File: src/sv/sound_chip_voice_register_writer_defines.svh
// Assertion macros for the sound chip voice register writer.
// No dependencies; included by the modules that carry assertions.
`ifndef SOUND_CHIP_VOICE_REGISTER_WRITER_DEFINES_SVH
`define SOUND_CHIP_VOICE_REGISTER_WRITER_DEFINES_SVH

// Implication checked on every clock edge outside reset.
`define SCV_ASSERT_IMP(label, clk, rst, ante, cons, msg) \
  label: assert property (@(posedge clk) disable iff (rst) (ante) |-> (cons)) else $error(msg);

// Implication whose consequent is checked in the next cycle.
`define SCV_ASSERT_NEXT(label, clk, rst, ante, cons, msg) \
  label: assert property (@(posedge clk) disable iff (rst) (ante) |=> (cons)) else $error(msg);

`endif

File: src/sv/scvrw_pkg.sv
// Shared types, constants and tables of the sound chip voice register writer.
// No dependencies.
package scvrw_pkg;

  localparam int NumChipsDef  = 4;
  localparam int NumVoicesDef = 16;

  localparam logic [13:0] NoteMax = 14'd16256;
  localparam logic [3:0] MixReg     = 4'd8;
  localparam logic [3:0] TimerReg   = 4'd9;
  localparam logic [3:0] LowFiltReg = 4'd4;
  localparam logic [3:0] HighFiltReg = 4'd6;
  localparam logic [3:0] SerialReg  = 4'd15;

  typedef enum logic [2:0] {
    CMD_NOTE = 3'd0, CMD_VOL = 3'd1, CMD_MODE = 3'd2, CMD_DIST = 3'd3, CMD_FILT = 3'd4
  } cmd_t;

  // Classified transaction handed from front to back.
  typedef struct packed {
    logic [2:0]  cmd;
    logic [1:0]  chip;
    logic [1:0]  ch;
    logic [4:0]  mode;
    logic [13:0] note;
    logic [15:0] opnd;
  } job_t;

  // One register write.
  typedef struct packed {
    logic [1:0] chip;
    logic [3:0] addr;
    logic [7:0] data;
    logic       last;
  } wr_t;

  function automatic logic [15:0] div_base(input logic [6:0] i);
    logic [15:0] t [0:127];
    t = '{16'hFFFF,16'hFFFF,16'hFFFF,16'hFFFF,16'hFFFF,16'hFFFF,16'hFFFF,16'hFFFF,
          16'hFFFF,16'hFFFF,16'hFFFF,16'hFD12,16'hEEDD,16'hE175,16'hD4CD,16'hC8DB,
          16'hBD95,16'hB2F0,16'hA8E5,16'h9F6A,16'h9677,16'h8E05,16'h860C,16'h7E85,
          16'h776B,16'h70B7,16'h6A63,16'h646A,16'h5EC7,16'h5975,16'h546F,16'h4FB1,
          16'h4B38,16'h46FF,16'h4302,16'h3F3F,16'h3BB2,16'h3858,16'h352E,16'h3231,
          16'h2F60,16'h2CB7,16'h2A34,16'h27D5,16'h2598,16'h237C,16'h217E,16'h1F9C,
          16'h1DD6,16'h1C28,16'h1A93,16'h1915,16'h17AC,16'h1658,16'h1516,16'h13E7,
          16'h12C9,16'h11BA,16'h10BB,16'h0FCB,16'h0EE7,16'h0E11,16'h0D46,16'h0C87,
          16'h0BD3,16'h0B28,16'h0A88,16'h09F0,16'h0961,16'h08DA,16'h085A,16'h07E2,
          16'h0770,16'h0705,16'h06A0,16'h0640,16'h05E6,16'h0591,16'h0540,16'h04F5,
          16'h04AD,16'h0469,16'h042A,16'h03ED,16'h03B5,16'h037F,16'h034C,16'h031D,
          16'h02EF,16'h02C5,16'h029D,16'h0277,16'h0253,16'h0231,16'h0211,16'h01F3,
          16'h01D7,16'h01BC,16'h01A3,16'h018B,16'h0174,16'h015F,16'h014B,16'h0138,
          16'h0126,16'h0115,16'h0105,16'h00F6,16'h00E8,16'h00DA,16'h00CE,16'h00C2,
          16'h00B7,16'h00AC,16'h00A2,16'h0098,16'h008F,16'h0087,16'h007F,16'h0078,
          16'h0070,16'h006A,16'h0063,16'h005D,16'h0058,16'h0052,16'h004D,16'h0049};
    return t[i];
  endfunction

  function automatic logic [15:0] div_114(input logic [6:0] i);
    logic [15:0] t [0:127];
    t = '{16'h0430,16'h03F4,16'h03BB,16'h0385,16'h0353,16'h0323,16'h02F6,16'h02CB,
          16'h02A3,16'h027D,16'h0259,16'h0237,16'h0217,16'h01F9,16'h01DD,16'h01C2,
          16'h01A9,16'h0191,16'h017A,16'h0165,16'h0151,16'h013E,16'h012C,16'h011B,
          16'h010B,16'h00FC,16'h00EE,16'h00E1,16'h00D4,16'h00C8,16'h00BD,16'h00B2,
          16'h00A8,16'h009E,16'h0096,16'h008D,16'h0085,16'h007E,16'h0076,16'h0070,
          16'h0069,16'h0063,16'h005E,16'h0059,16'h0053,16'h004F,16'h004A,16'h0046,
          16'h0042,16'h003E,16'h003B,16'h0037,16'h0034,16'h0031,16'h002E,16'h002C,
          16'h0029,16'h0027,16'h0025,16'h0023,16'h0021,16'h001F,16'h001D,16'h001B,
          16'h001A,16'h0018,16'h0017,16'h0015,16'h0014,16'h0013,16'h0012,16'h0011,
          16'h0010,16'h000F,16'h000E,16'h000D,16'h000C,16'h000C,16'h000B,16'h000A,
          16'h000A,16'h0009,16'h0008,16'h0008,16'h0007,16'h0007,16'h0006,16'h0006,
          16'h0006,16'h0005,16'h0005,16'h0005,16'h0004,16'h0004,16'h0004,16'h0003,
          16'h0003,16'h0003,16'h0003,16'h0003,16'h0002,16'h0002,16'h0002,16'h0002,
          16'h0002,16'h0001,16'h0001,16'h0001,16'h0001,16'h0001,16'h0001,16'h0001,
          16'h0001,16'h0001,16'h0000,16'h0000,16'h0000,16'h0000,16'h0000,16'h0000,
          16'h0000,16'h0000,16'h0000,16'h0000,16'h0000,16'h0000,16'h0000,16'h0000};
    return t[i];
  endfunction

  function automatic logic [15:0] div_28(input logic [6:0] i);
    logic [15:0] t [0:127];
    t = '{16'h110F,16'h101A,16'h0F33,16'h0E58,16'h0D8A,16'h0CC8,16'h0C10,16'h0B62,
          16'h0ABF,16'h0A24,16'h0993,16'h0909,16'h0887,16'h080D,16'h0799,16'h072C,
          16'h06C5,16'h0663,16'h0607,16'h05B1,16'h055F,16'h0512,16'h04C9,16'h0484,
          16'h0443,16'h0406,16'h03CC,16'h0395,16'h0362,16'h0331,16'h0303,16'h02D8,
          16'h02AF,16'h0288,16'h0264,16'h0242,16'h0221,16'h0202,16'h01E5,16'h01CA,
          16'h01B0,16'h0198,16'h0181,16'h016B,16'h0157,16'h0144,16'h0131,16'h0120,
          16'h0110,16'h0101,16'h00F2,16'h00E5,16'h00D8,16'h00CC,16'h00C0,16'h00B5,
          16'h00AB,16'h00A1,16'h0098,16'h0090,16'h0088,16'h0080,16'h0079,16'h0072,
          16'h006B,16'h0065,16'h0060,16'h005A,16'h0055,16'h0050,16'h004C,16'h0047,
          16'h0043,16'h003F,16'h003C,16'h0038,16'h0035,16'h0032,16'h002F,16'h002D,
          16'h002A,16'h0028,16'h0025,16'h0023,16'h0021,16'h001F,16'h001D,16'h001C,
          16'h001A,16'h0019,16'h0017,16'h0016,16'h0014,16'h0013,16'h0012,16'h0011,
          16'h0010,16'h000F,16'h000E,16'h000D,16'h000D,16'h000C,16'h000B,16'h000A,
          16'h000A,16'h0009,16'h0009,16'h0008,16'h0008,16'h0007,16'h0007,16'h0006,
          16'h0006,16'h0005,16'h0005,16'h0005,16'h0004,16'h0004,16'h0004,16'h0004,
          16'h0003,16'h0003,16'h0003,16'h0003,16'h0002,16'h0002,16'h0002,16'h0002};
    return t[i];
  endfunction

  // Divider table lookup; sel picks 0 base/28, 1 base/114, 2 base. Index 128 follows the top note.
  function automatic logic [15:0] div_lookup(input logic [1:0] sel, input logic [7:0] idx);
    logic [15:0] v;
    v = '0;
    case (sel)
      2'd0: v = idx[7] ? 16'h0002 : div_28(idx[6:0]);
      2'd1: v = idx[7] ? 16'h0000 : div_114(idx[6:0]);
      default: v = idx[7] ? 16'h0044 : div_base(idx[6:0]);
    endcase
    return v;
  endfunction

  function automatic logic [7:0] dist_bits(input logic [3:0] d);
    logic [7:0] v;
    case (d)
      4'd0: v = 8'hA0;
      4'd3, 4'd4: v = 8'h80;
      4'd5: v = 8'h60;
      4'd6: v = 8'h40;
      4'd7: v = 8'hC0;
      4'd8: v = 8'hF0;
      default: v = 8'h00;
    endcase
    return v;
  endfunction

  function automatic logic signed [2:0] jitter(input logic [3:0] r);
    logic signed [2:0] v;
    case (r)
      4'd0, 4'd9: v = 3'sd2;
      4'd1, 4'd4, 4'd10, 4'd13: v = 3'sd1;
      4'd3, 4'd6, 4'd12: v = -3'sd1;
      4'd7: v = -3'sd2;
      4'd8: v = -3'sd3;
      default: v = 3'sd0;
    endcase
    return v;
  endfunction

  function automatic logic [7:0] chan_cfg(input logic [4:0] m, input logic pair);
    logic [7:0] v;
    if (pair && m >= 5'd6) v = 8'hFF;
    else begin
      case (m)
        5'd0, 5'd6: v = 8'h00;
        5'd1, 5'd8: v = 8'h11;
        5'd2, 5'd10, 5'd11, 5'd12: v = 8'h2F;
        5'd3, 5'd13, 5'd21, 5'd22: v = 8'hF3;
        5'd4, 5'd14, 5'd23, 5'd24: v = 8'hF4;
        5'd7: v = 8'h0F;
        5'd9: v = 8'h1F;
        5'd17, 5'd18: v = 8'hF0;
        5'd19, 5'd20: v = 8'hF1;
        default: v = 8'hF5;
      endcase
    end
    return v;
  endfunction

  function automatic logic [7:0] actl_clr(input logic [4:0] m, input logic [1:0] c);
    logic [31:0] r;
    case (m)
      5'd0: r = 32'h55132D0B; 5'd1: r = 32'h54122C0A; 5'd2: r = 32'h14000C00;
      5'd3: r = 32'h00470027; 5'd4: r = 32'h00460026; 5'd5: r = 32'h00060006;
      5'd6: r = 32'h79190000; 5'd7: r = 32'h59000000; 5'd8: r = 32'h78180000;
      5'd9: r = 32'h58000000; 5'd10: r = 32'h39000000; 5'd11: r = 32'h38000000;
      5'd12: r = 32'h18000000; 5'd13: r = 32'h004D0000; 5'd14: r = 32'h004C0000;
      5'd15: r = 32'h000D0000; 5'd16: r = 32'h000C0000; 5'd17: r = 32'h00750000;
      5'd18: r = 32'h00550000; 5'd19: r = 32'h00740000; 5'd20: r = 32'h00540000;
      5'd21: r = 32'h00650000; 5'd22: r = 32'h00450000; 5'd23: r = 32'h00640000;
      5'd24: r = 32'h00440000; 5'd25: r = 32'h00250000; 5'd26: r = 32'h00240000;
      5'd27: r = 32'h00040000; default: r = '0;
    endcase
    return r[8*(3-c) +: 8];
  endfunction

  function automatic logic [7:0] actl_set(input logic [4:0] m, input logic [1:0] c);
    logic [31:0] r;
    case (m)
      5'd0: r = 32'h00000000; 5'd1: r = 32'h01010101; 5'd2: r = 32'h40002000;
      5'd3: r = 32'h00100008; 5'd4: r = 32'h00110009; 5'd5: r = 32'h00500028;
      5'd6: r = 32'h04020000; 5'd7: r = 32'h24000000; 5'd8: r = 32'h05030000;
      5'd9: r = 32'h25000000; 5'd10: r = 32'h44000000; 5'd11: r = 32'h45000000;
      5'd12: r = 32'h64000000; 5'd13: r = 32'h00120000; 5'd14: r = 32'h00130000;
      5'd15: r = 32'h00520000; 5'd16: r = 32'h00530000; 5'd17: r = 32'h000A0000;
      5'd18: r = 32'h002A0000; 5'd19: r = 32'h000B0000; 5'd20: r = 32'h002B0000;
      5'd21: r = 32'h001A0000; 5'd22: r = 32'h003A0000; 5'd23: r = 32'h001B0000;
      5'd24: r = 32'h003B0000; 5'd25: r = 32'h005A0000; 5'd26: r = 32'h005B0000;
      5'd27: r = 32'h007A0000; default: r = '0;
    endcase
    return r[8*(3-c) +: 8];
  endfunction

endpackage

File: src/sv/scvrw_front.sv
// Front end: accepts commands, keeps the per-voice oscillator modes, drops commands
// that are ignored and pushes classified jobs into a short queue. Uses scvrw_pkg.
module scvrw_front #(
  parameter int NUM_CHIPS  = scvrw_pkg::NumChipsDef,
  parameter int NUM_VOICES = scvrw_pkg::NumVoicesDef
) (
  input  logic              clk,
  input  logic              rst,
  input  logic              push,
  output logic              full,
  input  logic [2:0]        cmd,
  input  logic [3:0]        voice,
  input  logic signed [15:0] pitch,
  input  logic [15:0]       operand,
  output scvrw_pkg::job_t   job,
  output logic              job_valid,
  input  logic              job_take
);
  localparam int Depth = 2;

  logic [4:0] voice_mode [NUM_VOICES];
  scvrw_pkg::job_t q [Depth];
  logic       wr_ptr, rd_ptr;
  logic [1:0] count;
  logic       acc, keep;
  logic [4:0] mode;
  logic [1:0] chip;
  logic [13:0] note;
  scvrw_pkg::job_t nj;

  assign full = (count == 2'(Depth));
  assign acc  = push && !full;
  assign chip = voice[3:2];
  assign mode = (32'(voice) < NUM_VOICES) ? voice_mode[voice] : 5'd0;

  always_comb begin
    if (pitch < 0) note = '0;
    else if (pitch > 16'sd16256) note = scvrw_pkg::NoteMax;
    else note = pitch[13:0];
    nj.cmd = cmd; nj.chip = chip; nj.ch = voice[1:0]; nj.mode = mode;
    nj.note = note; nj.opnd = operand;
    keep = (32'(voice) < NUM_VOICES) && (32'(chip) < NUM_CHIPS);
    case (cmd)
      scvrw_pkg::CMD_NOTE, scvrw_pkg::CMD_VOL: ;
      scvrw_pkg::CMD_MODE: keep = keep && (operand < 16'd28);
      scvrw_pkg::CMD_DIST: keep = keep && (operand < 16'd9);
      scvrw_pkg::CMD_FILT: keep = keep &&
        ((voice[1:0] == 2'd0 && mode >= 5'd6 && mode < 5'd13) ||
         (voice[1:0] == 2'd1 && (mode == 5'd6 || mode == 5'd8 || mode >= 5'd13)));
      default: keep = 1'b0;
    endcase
  end

  always_ff @(posedge clk) begin
    if (rst) begin
      for (int i = 0; i < NUM_VOICES; i++) voice_mode[i] <= '0;
      wr_ptr <= 1'b0; rd_ptr <= 1'b0; count <= '0;
    end else begin
      if (acc && keep && cmd == scvrw_pkg::CMD_MODE) voice_mode[voice] <= operand[4:0];
      if (acc && keep) begin
        q[wr_ptr] <= nj;
        wr_ptr <= ~wr_ptr;
      end
      if (job_valid && job_take) rd_ptr <= ~rd_ptr;
      count <= count + 2'(acc && keep) - 2'(job_valid && job_take);
    end
  end

  assign job_valid = (count != '0);
  assign job = q[rd_ptr];

  `include "sound_chip_voice_register_writer_defines.svh"
  `SCV_ASSERT_IMP(a_cnt_range, clk, rst, 1'b1, count <= 2'(Depth), "queue count overflow")
  `SCV_ASSERT_NEXT(a_push_cnt, clk, rst, acc && keep && !(job_valid && job_take),
                   count == $past(count) + 2'd1, "queue count missed a push")
  `SCV_ASSERT_IMP(a_ptr, clk, rst, count == 2'(Depth), wr_ptr == rd_ptr, "pointer mismatch")
endmodule

File: src/sv/scvrw_back.sv
// Back end: takes jobs, shadows the registers that are read back, computes dividers
// and emits register writes one per cycle while the output queue has room. Uses scvrw_pkg.
module scvrw_back #(
  parameter int NUM_CHIPS = scvrw_pkg::NumChipsDef
) (
  input  logic            clk,
  input  logic            rst,
  input  scvrw_pkg::job_t job,
  input  logic            job_valid,
  output logic            job_take,
  output logic            empty,
  input  logic            pop,
  output logic [1:0]      chip_sel,
  output logic [3:0]      reg_addr,
  output logic [7:0]      reg_data,
  output logic            last
);
  typedef enum logic [2:0] {
    S_IDLE = 3'b001, S_MUL = 3'b010, S_EMIT = 3'b100
  } state_t;

  state_t state;
  scvrw_pkg::job_t cur;
  // Only the channel control registers and the mix register are ever read back,
  // so only those are shadowed; the other registers are write-only.
  logic [7:0]  ctl_sh [NUM_CHIPS*4];
  logic [7:0]  mix_sh [NUM_CHIPS];
  logic [15:0] v0, v1, diff;
  logic [6:0]  rem;
  logic        interp;
  logic [1:0]  sel;
  logic [22:0] prod;
  logic [15:0] value, value_next;
  scvrw_pkg::wr_t w [3];
  logic [1:0]  nw, wi;
  logic [1:0]  oq_cnt;
  scvrw_pkg::wr_t oq [2];
  logic        oq_wp, oq_rp;
  logic        emit_go;
  scvrw_pkg::wr_t ew;

  // Remainder by 15 from nibble sums (16 is 1 mod 15).
  function automatic logic [3:0] mod15(input logic [15:0] v);
    logic [5:0] s;
    logic [4:0] t;
    s = 6'(v[3:0]) + 6'(v[7:4]) + 6'(v[11:8]) + 6'(v[15:12]);
    t = 5'(s[3:0]) + 5'(s[5:4]);
    return (t >= 5'd15) ? 4'(t - 5'd15) : t[3:0];
  endfunction

  // Divider select from the job, combinational on the held job.
  logic [7:0] cfg;
  logic [3:0] nib;
  always_comb begin
    cfg = scvrw_pkg::chan_cfg(cur.mode, cur.ch[1]);
    nib = cur.ch[0] ? cfg[3:0] : cfg[7:4];
  end

  // Writes for the held job, built from the shadow; later writes see earlier ones.
  always_comb begin
    logic [7:0] ctl, mix, d;
    logic signed [17:0] jv;
    logic [15:0] jval;
    logic [3:0] a;
    w[0] = '0; w[1] = '0; w[2] = '0; nw = '0;
    a = {1'b0, cur.ch, 1'b0};
    ctl = ctl_sh[{cur.chip, cur.ch}];
    mix = mix_sh[cur.chip];
    jv = '0; jval = '0; d = '0;
    case (cur.cmd)
      scvrw_pkg::CMD_NOTE: begin
        if (nib < 4'd3) begin
          w[0] = '{cur.chip, a, (value > 16'd255) ? 8'hFF : value[7:0], 1'b1};
          nw = 2'd1;
        end else if (nib < 4'd6 && a >= 4'd2) begin
          if (ctl[7:4] == 4'hC) begin
            jv = 18'(signed'({2'b00, value})) + 18'(scvrw_pkg::jitter(mod15(value)));
            if (jv < 0) jval = '0;
            else if (jv > 18'sd65535) jval = 16'hFFFF;
            else jval = jv[15:0];
            w[0] = '{cur.chip, a, jval[15:8], 1'b0};
            w[1] = '{cur.chip, a - 4'd2, jval[7:0], 1'b0};
            w[2] = '{cur.chip, scvrw_pkg::TimerReg, 8'h00, 1'b1};
            nw = 2'd3;
          end else begin
            w[0] = '{cur.chip, a, value[15:8], 1'b0};
            w[1] = '{cur.chip, a - 4'd2, value[7:0], 1'b1};
            nw = 2'd2;
          end
        end
      end
      scvrw_pkg::CMD_VOL: begin
        d = (cur.opnd > 16'd127) ? 8'd15 : 8'(cur.opnd[6:3]);
        w[0] = '{cur.chip, a | 4'd1, d | (ctl & 8'hF0), 1'b1};
        nw = 2'd1;
      end
      scvrw_pkg::CMD_MODE: begin
        d = (mix & ~scvrw_pkg::actl_clr(cur.opnd[4:0], cur.ch)) |
            scvrw_pkg::actl_set(cur.opnd[4:0], cur.ch);
        w[0] = '{cur.chip, scvrw_pkg::MixReg, d, 1'b1};
        nw = 2'd1;
      end
      scvrw_pkg::CMD_DIST: begin
        w[0] = '{cur.chip, a | 4'd1, (ctl & 8'h0F) | scvrw_pkg::dist_bits(cur.opnd[3:0]), 1'b0};
        d = (cur.opnd == 16'd2 || cur.opnd == 16'd4) ? (mix | 8'h80) : (mix & 8'h7F);
        w[1] = '{cur.chip, scvrw_pkg::MixReg, d, 1'b1};
        nw = 2'd2;
      end
      scvrw_pkg::CMD_FILT: begin
        if (cur.ch == 2'd0) begin
          w[0] = '{cur.chip, scvrw_pkg::LowFiltReg, cur.opnd[15:8], 1'b1};
          nw = 2'd1;
        end else begin
          w[0] = '{cur.chip, scvrw_pkg::HighFiltReg, cur.opnd[15:8], !(cur.mode >= 5'd17)};
          w[1] = '{cur.chip, scvrw_pkg::LowFiltReg, cur.opnd[7:0], 1'b1};
          nw = (cur.mode >= 5'd17) ? 2'd2 : 2'd1;
        end
      end
      default: ;
    endcase
  end

  // Interpolation operands
  always_comb begin
    sel = (nib == 4'd0 || nib == 4'd3) ? 2'd0 : (nib == 4'd1 || nib == 4'd4) ? 2'd1 : 2'd2;
    v0 = scvrw_pkg::div_lookup(sel, {1'b0, cur.note[13:7]});
    v1 = scvrw_pkg::div_lookup(sel, {1'b0, cur.note[13:7]} + 8'd1);
    rem = cur.note[6:0];
    interp = (rem != '0) && (v0 >= v1);
    diff = v0 - v1;
  end

  assign emit_go = (state == S_EMIT) && (oq_cnt != 2'd2);
  assign ew = w[wi];
  assign job_take = (state == S_IDLE) && job_valid;

  always_ff @(posedge clk) begin
    if (rst) begin
      state <= S_IDLE; wi <= '0;
      for (int i = 0; i < NUM_CHIPS*4; i++) ctl_sh[i] <= 8'hA0;
      for (int c = 0; c < NUM_CHIPS; c++) mix_sh[c] <= 8'h00;
    end else begin
      unique case (state)
        S_IDLE: if (job_valid) begin
          cur <= job; state <= S_MUL; wi <= '0;
        end
        S_MUL: begin
          value <= value_next;
          state <= S_EMIT;
        end
        S_EMIT: begin
          if (nw == '0) state <= S_IDLE;
          else if (emit_go) begin
            if (!ew.addr[3] && ew.addr[0]) ctl_sh[{ew.chip, ew.addr[2:1]}] <= ew.data;
            if (ew.addr == scvrw_pkg::MixReg) mix_sh[ew.chip] <= ew.data;
            if (wi == nw - 2'd1) state <= S_IDLE;
            wi <= wi + 2'd1;
          end
        end
        default: state <= S_IDLE;
      endcase
    end
  end

  always_comb begin
    prod = 23'(diff) * 23'(rem);
    value_next = interp ? (v0 - 16'(prod >> 7)) : v0;
  end

  // Output queue, two entries.
  always_ff @(posedge clk) begin
    if (rst) begin
      oq_cnt <= '0; oq_wp <= 1'b0; oq_rp <= 1'b0;
    end else begin
      if (emit_go && nw != '0) begin
        oq[oq_wp] <= ew; oq_wp <= ~oq_wp;
      end
      if (!empty && pop) oq_rp <= ~oq_rp;
      oq_cnt <= oq_cnt + 2'(emit_go && nw != '0) - 2'(!empty && pop);
    end
  end

  assign empty = (oq_cnt == '0);
  assign chip_sel = oq[oq_rp].chip;
  assign reg_addr = oq[oq_rp].addr;
  assign reg_data = oq[oq_rp].data;
  assign last = oq[oq_rp].last;

  `include "sound_chip_voice_register_writer_defines.svh"
  `SCV_ASSERT_IMP(a_oq_range, clk, rst, 1'b1, oq_cnt <= 2'd2, "output queue overflow")
  `SCV_ASSERT_IMP(a_take_idle, clk, rst, job_take, state == S_IDLE, "job taken while busy")
  `SCV_ASSERT_NEXT(a_mul_emit, clk, rst, state == S_MUL, state == S_EMIT, "multiply step skipped")
endmodule

File: src/sv/sound_chip_voice_register_writer.sv
// Top level of the sound chip voice register writer.
// Uses scvrw_pkg, scvrw_front and scvrw_back.

// Turns voice commands into zero to three chip register writes. The front end
// accepts a command every cycle while its two-entry job queue is not full; the
// back end takes a job, does the divider interpolation multiply and then emits
// one write per cycle into a two-entry output queue while that queue has room.
// Commands that are ignored (voice out of range, bad operand, filter not used in
// the voice's mode, unknown code) are dropped in the front end and cost no
// back-end time; a note on a channel with no divider in its mode still passes to
// the back end and goes through the multiply step there with no write.
module sound_chip_voice_register_writer #(
  parameter int NUM_CHIPS  = scvrw_pkg::NumChipsDef,
  parameter int NUM_VOICES = scvrw_pkg::NumVoicesDef
) (
  input  logic               clk,
  input  logic               rst,
  input  logic               push,
  output logic               full,
  input  logic [2:0]         cmd,
  input  logic [3:0]         voice,
  input  logic signed [15:0] pitch,
  input  logic [15:0]        operand,
  output logic               empty,
  input  logic               pop,
  output logic [1:0]         chip_sel,
  output logic [3:0]         reg_addr,
  output logic [7:0]         reg_data,
  output logic               last
);
  scvrw_pkg::job_t job;
  logic job_valid, job_take;

  scvrw_front #(.NUM_CHIPS(NUM_CHIPS), .NUM_VOICES(NUM_VOICES)) u_front (
    .clk, .rst, .push, .full, .cmd, .voice, .pitch, .operand,
    .job, .job_valid, .job_take
  );

  scvrw_back #(.NUM_CHIPS(NUM_CHIPS)) u_back (
    .clk, .rst, .job, .job_valid, .job_take,
    .empty, .pop, .chip_sel, .reg_addr, .reg_data, .last
  );
endmodule

File: config.mk
export PLATFORM = sky130hd
export DESIGN_NAME = sound_chip_voice_register_writer
export DESIGN_NICKNAME = d
export VERILOG_FILES = /design/src/sv/scvrw_pkg.sv /design/src/sv/scvrw_front.sv /design/src/sv/scvrw_back.sv /design/src/sv/sound_chip_voice_register_writer.sv
export VERILOG_INCLUDE_DIRS = /design/src /design/src/sv
export SDC_FILE = /design/constraint.sdc
export NUM_CORES = 2
export LEC_CHECK = 0
export ABC_AREA = 1
export ABC_CLOCK_PERIOD_IN_PS = 18400
export BUFFER_PORTS_ARGS = -buffer_cell sky130_fd_sc_hd__buf_2
export CAP_MARGIN = 40
export CORE_AREA = 4 4 291 293
export CTS_BUF_LIST = sky130_fd_sc_hd__clkbuf_2
export DETAILED_ROUTE_END_ITERATION = 8
export DIE_AREA = 0 0 295 297
export HOLD_SLACK_MARGIN = 0.02
export SLEW_MARGIN = 10
export SYNTH_ARGS = -nofsm -noshare
export SYNTH_HDL_FRONTEND = slang
export SYNTH_SLANG_ARGS = --single-unit
File: constraint.sdc
create_clock -name clk -period 18.4 [get_ports clk]
set_input_delay 2.76 -clock clk [delete_from_list [all_inputs] [get_ports clk]]
set_output_delay 2.76 -clock clk [all_outputs]
set_load 0.01 [all_outputs]
-- Yosys cells after proc, flatten, opt, wreduce, memory -nomap -nowiden
Memory sizes are Yosys's and may differ from the RTL's. A register that Yosys moved wholly into a read port is not among the register bits.
Index checks and enable logic that the tools add are counted.
- flip-flop bits (word level): 29
- memory bits (writable): 354
- memory bits (read-only): 13776
- input bits: 43
- output and inout port bits: 17
- word-level logic and storage cells: 263
- memories kept: 15
- memory list (memory ; depth ; width ; rd ports ; clocked after memory_dff ; wr ports ; line ; source):
    (no name shown) ; 128 ; 16 ; 1 ; 0 ; 0 ; scvrw_pkg.sv:97 ; return t[i];
    (no name shown) ; 128 ; 16 ; 1 ; 0 ; 0 ; scvrw_pkg.sv:76 ; return t[i];
    (no name shown) ; 128 ; 16 ; 1 ; 0 ; 0 ; scvrw_pkg.sv:76 ;
    (no name shown) ; 128 ; 16 ; 1 ; 0 ; 0 ; scvrw_pkg.sv:55 ; return t[i];
    (no name shown) ; 128 ; 16 ; 1 ; 0 ; 0 ; scvrw_pkg.sv:97 ;
    (no name shown) ; 128 ; 16 ; 1 ; 0 ; 0 ; scvrw_pkg.sv:55 ;
    +9 memories ; n/a ; n/a ; n/a ; n/a ; n/a ; n/a ;
- add/subtract/negate cells: 17
- multiply operators: 1
- order comparisons: 21
- eq/ne operators: 36
- shift operators: 2
- mux-type cells: 101
- bitwise operators: 13
- reductions and logical operators: 48
- operator list (kind ; number):
    $mux 16 ; 18
    $mux 15 ; 6
    $pmux 15 s5 ; 1
    $shiftx 32x33->8 ; 2
    $mux 32 ; 2
    $pmux 16 s2 ; 2
    $mux 8 ; 6
    $pmux 8 s6 ; 1
    $mux 45 ; 1
    $pmux 15 s3 ; 1
    $sub 16x16->16 ; 2
    $bmux 15 s2 ; 1
    $mux 30 ; 1
    $mux 1 ; 29
    $mux 14 ; 2
    $mux 24 ; 1
    $mux 3 ; 8
    $mul 16x7->23 ; 1
    $eq 4x3->1 const B ; 5
    $mux 2 ; 10
    $mux 4 ; 5
    $add 17x3->18 ; 1
    $gt 18x17->1 const B ; 1
    $lt 18x1->1 const B ; 1
    71 further kinds ; 131

-- Longest topological paths before layout
An unclocked memory read counts as a cell.
- depth in word-level cells: 32
- gate-level depth with buffers: 57
- gate-level depth less buffers: 57

-- By module
From an unflattened synthesis, not the netlist that was laid out.
- cells, all modules: 4397
- area total of the unflattened synthesis: 35253.8 um2
- by module, submodules not included (module ; instances ; cells an instance ; area each (um2) ; seq. area each (um2)):
    scvrw_back ; 1 ; 3723 ; 27493.9 ; 8488.1
    scvrw_front ; 1 ; 674 ; 7759.9 ; 5024.8

-- Worst setup path after synthesis
OpenSTA, ideal clock, no wires.
- path kind: flip-flop to flip-flop
- start point: register u_back.cur[25] (netlist name)
- end point: register u_back.value[15] (data pin)
- library setup time: 267 ps
- arrival: 9953 ps
- data required time: 18133 ps
- setup slack: 8179 ps
- stages on the path, launching flop included: 53
- path buffers: 3
- period minus slack after synthesis: 10221 ps
- path through: edfxtp_1 inv_1 clkbuf_1 ha_1 clkbuf_1 inv_1 buf_1 ha_1 inv_1 nor2_1 nor2_1 o311ai_0 nand2_1 o21ai_0 o21ai_0 nor2_1 ha_1 fa_1 [... 17 more ...] nand2_1 nand2_1 nand3_1 nand2_1 nand2_1 nand2_1 nand4_1 nand3_1 xor2_1 ha_1 nand2_1 a21oi_1 a211oi_1 nand2_1 a31oi_1 or2_2 nand3_1 xnor2_1
- cells in the longest elaborated chain, start to end: 11
- elaborated cells on any way between the ends: 32
- those cells by class: 3 x add/sub; 1 x mul; 1 x order compare; 18 x mux; 2 x bitwise; 1 x reduce/logical; 6 x memory
- RTL lines (element ; line ; source):
    start, declared ; scvrw_back.sv:23 ; scvrw_pkg::job_t cur;
    start signal, assigned ; scvrw_back.sv:145 ; cur <= job; state <= S_MUL; wi <= '0;
    $add 7x1->8 ; scvrw_back.sv:127 ; v1 = scvrw_pkg::div_lookup(sel, {1'b0, cur.note[13:7]} + 8'd1);
    $not 7->8 (not written as such) ; scvrw_pkg.sv:55, scvrw_pkg.sv:76, scvrw_pkg.sv:97 ;
    $mem_v2 128x16 (on tied branches) ; n/a ;
    $mux 16 (on tied branches) (2 in series) ; scvrw_pkg.sv:55, scvrw_pkg.sv:97, scvrw_pkg.sv:76 ;
    $mux 16 (on tied branches) ; scvrw_pkg.sv:107, scvrw_pkg.sv:105, scvrw_pkg.sv:106 ;
    $pmux 16 s2 ; scvrw_pkg.sv:104 ; case (sel)
    $sub 16x16->16 ; scvrw_back.sv:130 ; diff = v0 - v1;
    $mul 16x7->23 ; scvrw_back.sv:166 ; prod = 23'(diff) * 23'(rem);
    $sub 16x16->16 ; scvrw_back.sv:167 ; value_next = interp ? (v0 - 16'(prod >> 7)) : v0;
    $mux 16 * ; scvrw_back.sv:167 ;
    net u_back.value_next[15] ; scvrw_back.sv:33 ; logic [15:0] value, value_next;
    end signal, assigned ; scvrw_back.sv:148 ; value <= value_next;
    end, declared ; scvrw_back.sv:33 ;
The timed path passes the listed nets; every way through them passes the cells marked *. The select of a mux whose other input is x is not followed.
A chain may end at the register's enable or synchronous reset.

-- Final worst setup path
- start point: register u_back.cur[23] (netlist name)
- end point: register u_back.value[15] (data pin)
Same word-level chain as after synthesis.

==> out/qor.csv <==
stage,metric,value,unit
yosys,Cell variety after synth,75,
critical_path,startpoint types,register,
critical_path,worst reg2reg endpoint,u_back.value[15]$_DFFE_PP_,
critical_path,R2R Setup Slk,5.48,ns
critical_path,CP max stage delay,0.94,ns
global_route,first-pass GRT wire length,187000,um
placement,Routability Congestion,1.09,
clock_tree,Root Buffer,clkbuf_2,
final_layout,most frequent cells in the layout,"nand2_1, nor2_1, inv_1",
yosys,ranking of synthesized cells by area,"edfxtp_1, nand2_1, nor2_1, ha_1, o21ai_0",
clock_tree,postcts setup bufs,0,
hold_path,WHS Path Cells,1,
hold_path,WHS Endpoint,u_back.oq_rp$_SDFFE_PP0P_,
sta,Final TNS setup,0,ns
global_route,largest net degree at the start of global routing,80,
critical_path,r2r startpoint,u_back.cur[23]$_DFFE_PP_,
critical_path,Reg2Reg Depth,51,
sta,Hold Fails Final Rpt,0,
final_layout,final net count,4663,
final_layout,"commonest non-fill, non-tap cell in the layout",nand2_1,
critical_path,CP bufs+invs,7,
yosys,cell count after synthesis,4364,
critical_path,worst-path fanout max,23,
sta,Final setup viols,0,
global_route,GR Util All Layers,27.4,%
placement,DP Worst Slack,5.89,ns
sta,worst-margin pin slew,0.985,ns
sta,clock skew,0.0883,ns
sta,final worst slack,5.48,ns
yosys,Yosys warning count,0,
yosys,syn avg cell area,7.86,um2
floorplan,die area,87600,um2
critical_path,crit path max-delay cell type,edfxtp_1,
hold_path,Worst Min Path Start,u_back.oq_rp$_SDFFE_PP0P_,
final_layout,post-route cell area,36300,um2
yosys,"Cell Area, Synth",34300,um2
placement,dpl hpwl,89800,um
critical_path,critical path class,reg2reg,
critical_path,"most used cell, CP",nand2_1,
yosys,Post-synth top flop,edfxtp_1,
drt,# DRC,0,
drt,Initial DRC Count,4593,
sta,RSZ-0062 raised after global routing,false,
critical_path,Worst setup EP type,register,
sta,Peak Freq,77.4,MHz
critical_path,Top Family by Delay on Critical Path,adder cells,
floorplan,Die Height,297,um
global_route,vias in the first global route,31300,
drt,Pre-antenna DRT Iters,8,
placement,dpl cells,5332,
yosys,sequential share of the synthesized area,36.9,%
yosys,Mapped Nets,4659,
clock_tree,Post-CTS Hold Fix Bufs,0,
clock_tree,CTS tree,yes,
clock_tree,clock sinks,426,
yosys,Post-synth EDFFs,412,
clock_tree,cts repair resizes,0,
sta,Max-slew headroom,34.1,%
clock_tree,TritonCTS Buffers,104,
drt,via count,32800,
yosys,Yosys top cell by area,edfxtp_1,
drt,Antenna Violating Nets Remaining,0,
final_layout,Area Overhead vs Synth,5.76,%
floorplan,FP Rows,105,
floorplan,core area,81800,um2
drt,wire per inst,22.5,um
hold_path,Worst Hold Class,reg2reg,
critical_path,CP Data Required Time,19.27,ns
yosys,Yosys top cell area share,36.1,%
sta,Period minus WS final,12.92,ns
yosys,"flops & latches, synth",426,
critical_path,"Arr. time, crit path",13.79,ns
yosys,ys async rst share,0,%
final_layout,ratio of cells with drive above 1 in the final layout,11.1,%
flow_run,maxcap violations,0,
clock_tree,clk slew on worst S/H paths,0.14,ns
sta,final period utilization,70.2,%
placement,"Cell Area, Placed",35300,um2
floorplan,starting density of the core,41.9,%
floorplan,Top Ports,60,
floorplan,die span in x,295,um
drt,Routed WL,124000,um
clock_tree,# H-tree levels,3,
sta,Slew Limit Fails,0,
clock_tree,Clock Latency Late Sink,1.13,ns
global_route,grt ovf,0,
clock_tree,Clock Tree Buf Depth,3,
drt,vias per cell,5.95,
global_route,initial antenna violation count,3,
final_layout,Post-Layout Cell Count,5513,
placement,IO buf count,59,
outcome,status,"finished, final reports clean",
-- routing by layer --
| layer | up-vias | routed length, um | track usage, % |
|---|---|---|---|
| met1 | 15300 | 52500 | 38.8 |
| met4 | 2 | 5620 | 10.8 |
| met3 | 431 | 14000 | 7.11 |
| met5 | - | 15 | 0 |
| li1 | 14900 | - | - |
| met2 | 2092 | 51800 | 40.2 |
-- worst max-delay path by stage --
stage,start,to,slack (ns),cells after the start
global placement,u_back.cur[23]$_DFFE_PP_,u_back.value[15]$_DFFE_PP_,5.99,51
detailed placement,u_back.cur[23]$_DFFE_PP_,u_back.value[15]$_DFFE_PP_,5.89,51
finish,u_back.cur[23]$_DFFE_PP_,u_back.value[15]$_DFFE_PP_,5.48,51
CTS,u_back.cur[23]$_DFFE_PP_,u_back.value[15]$_DFFE_PP_,5.83,51
floorplan,u_back.cur[25]$_DFFE_PP_,u_back.value[15]$_DFFE_PP_,8.18,52
global route,u_back.cur[23]$_DFFE_PP_,u_back.value[15]$_DFFE_PP_,4.64,51
-- cell families (layout without fill, tap and decap cells) --
family | Yosys count | after routing | synth area share [%]
AOI/OAI and AO/OA | 898 | 898 | 15.8
xor gates and xnor gates | 60 | 60 | 1.53
adders and majority gates | 252 | 252 | 11.0
buffers and inverters | 697 | 774 | 8.29
DFF | 426 | 426 | 36.9
muxes | 16 | 16 | 0.522
other | 0 | 2 | 0
and+or+nand+nor | 2015 | 2015 | 26.0
-- Yosys cell counts (40+ instances only) --
master    count
nor3_1       40
ha_1        170
a31oi_1      45
edfxtp_1    412
o211ai_1     44
o21ai_0     339
nand3_1     229
o22ai_1      52
clkbuf_1    128
nand4_1      45
inv_1       437
nor2_1      594
a21oi_1     200
fa_1         82
nand2_1     933
nor2_2       52
-- registers in the layout, summed over array words and instances, names as in the netlist, named ones only --
name and flops:
u_back.value 16, u_back.oq_cnt 2, u_back.cur 42, u_front.voice_mode 80
u_back.state 3, u_front.count 2, u_back.ctl_sh 128, u_back.mix_sh 32
u_back.oq_rp 1, u_back.oq_wp 1, u_front.q 84, u_back.oq 30
u_front.rd_ptr 1, u_front.wr_ptr 1, u_back.wi 2
-- worst reg2reg max path: cells and delay by family (launching register included) --
kind / cells / cell delay [ns]
XOR/XNOR: 3 / 0.78
adder cells (fa/ha/maj): 11 / 4.86
AND/OR/NAND/NOR: 23 / 3.08
buffers and inverters: 7 / 1.56
flip-flops: 1 / 0.94
AO/OA/AOI/OAI: 7 / 1.47
-- stage by stage --
step / utilization [%] / hold slack (ns)
after detailed placement: 43.2 / 0.447
after global routing: 44.3 / 0.509
final: 44.3 / 0.461
after floorplan: - / 0.426
after global placement: 43.1 / 0.437
after CTS: 44.3 / 0.457
-- cell type report --
type	instances	area (um2)
diodes	2	5.00
clock buffers	157	786
clock inverters	22	143
fillers	8282	45600
inverters	484	1830
multi-input cells	3241	18800
flip-flops and latches	426	12700
well taps	1070	1340
repair buffers	111	693
Power is not shown: default switching activity piles up to over one toggle a cycle in this logic, so the estimate is an artifact.
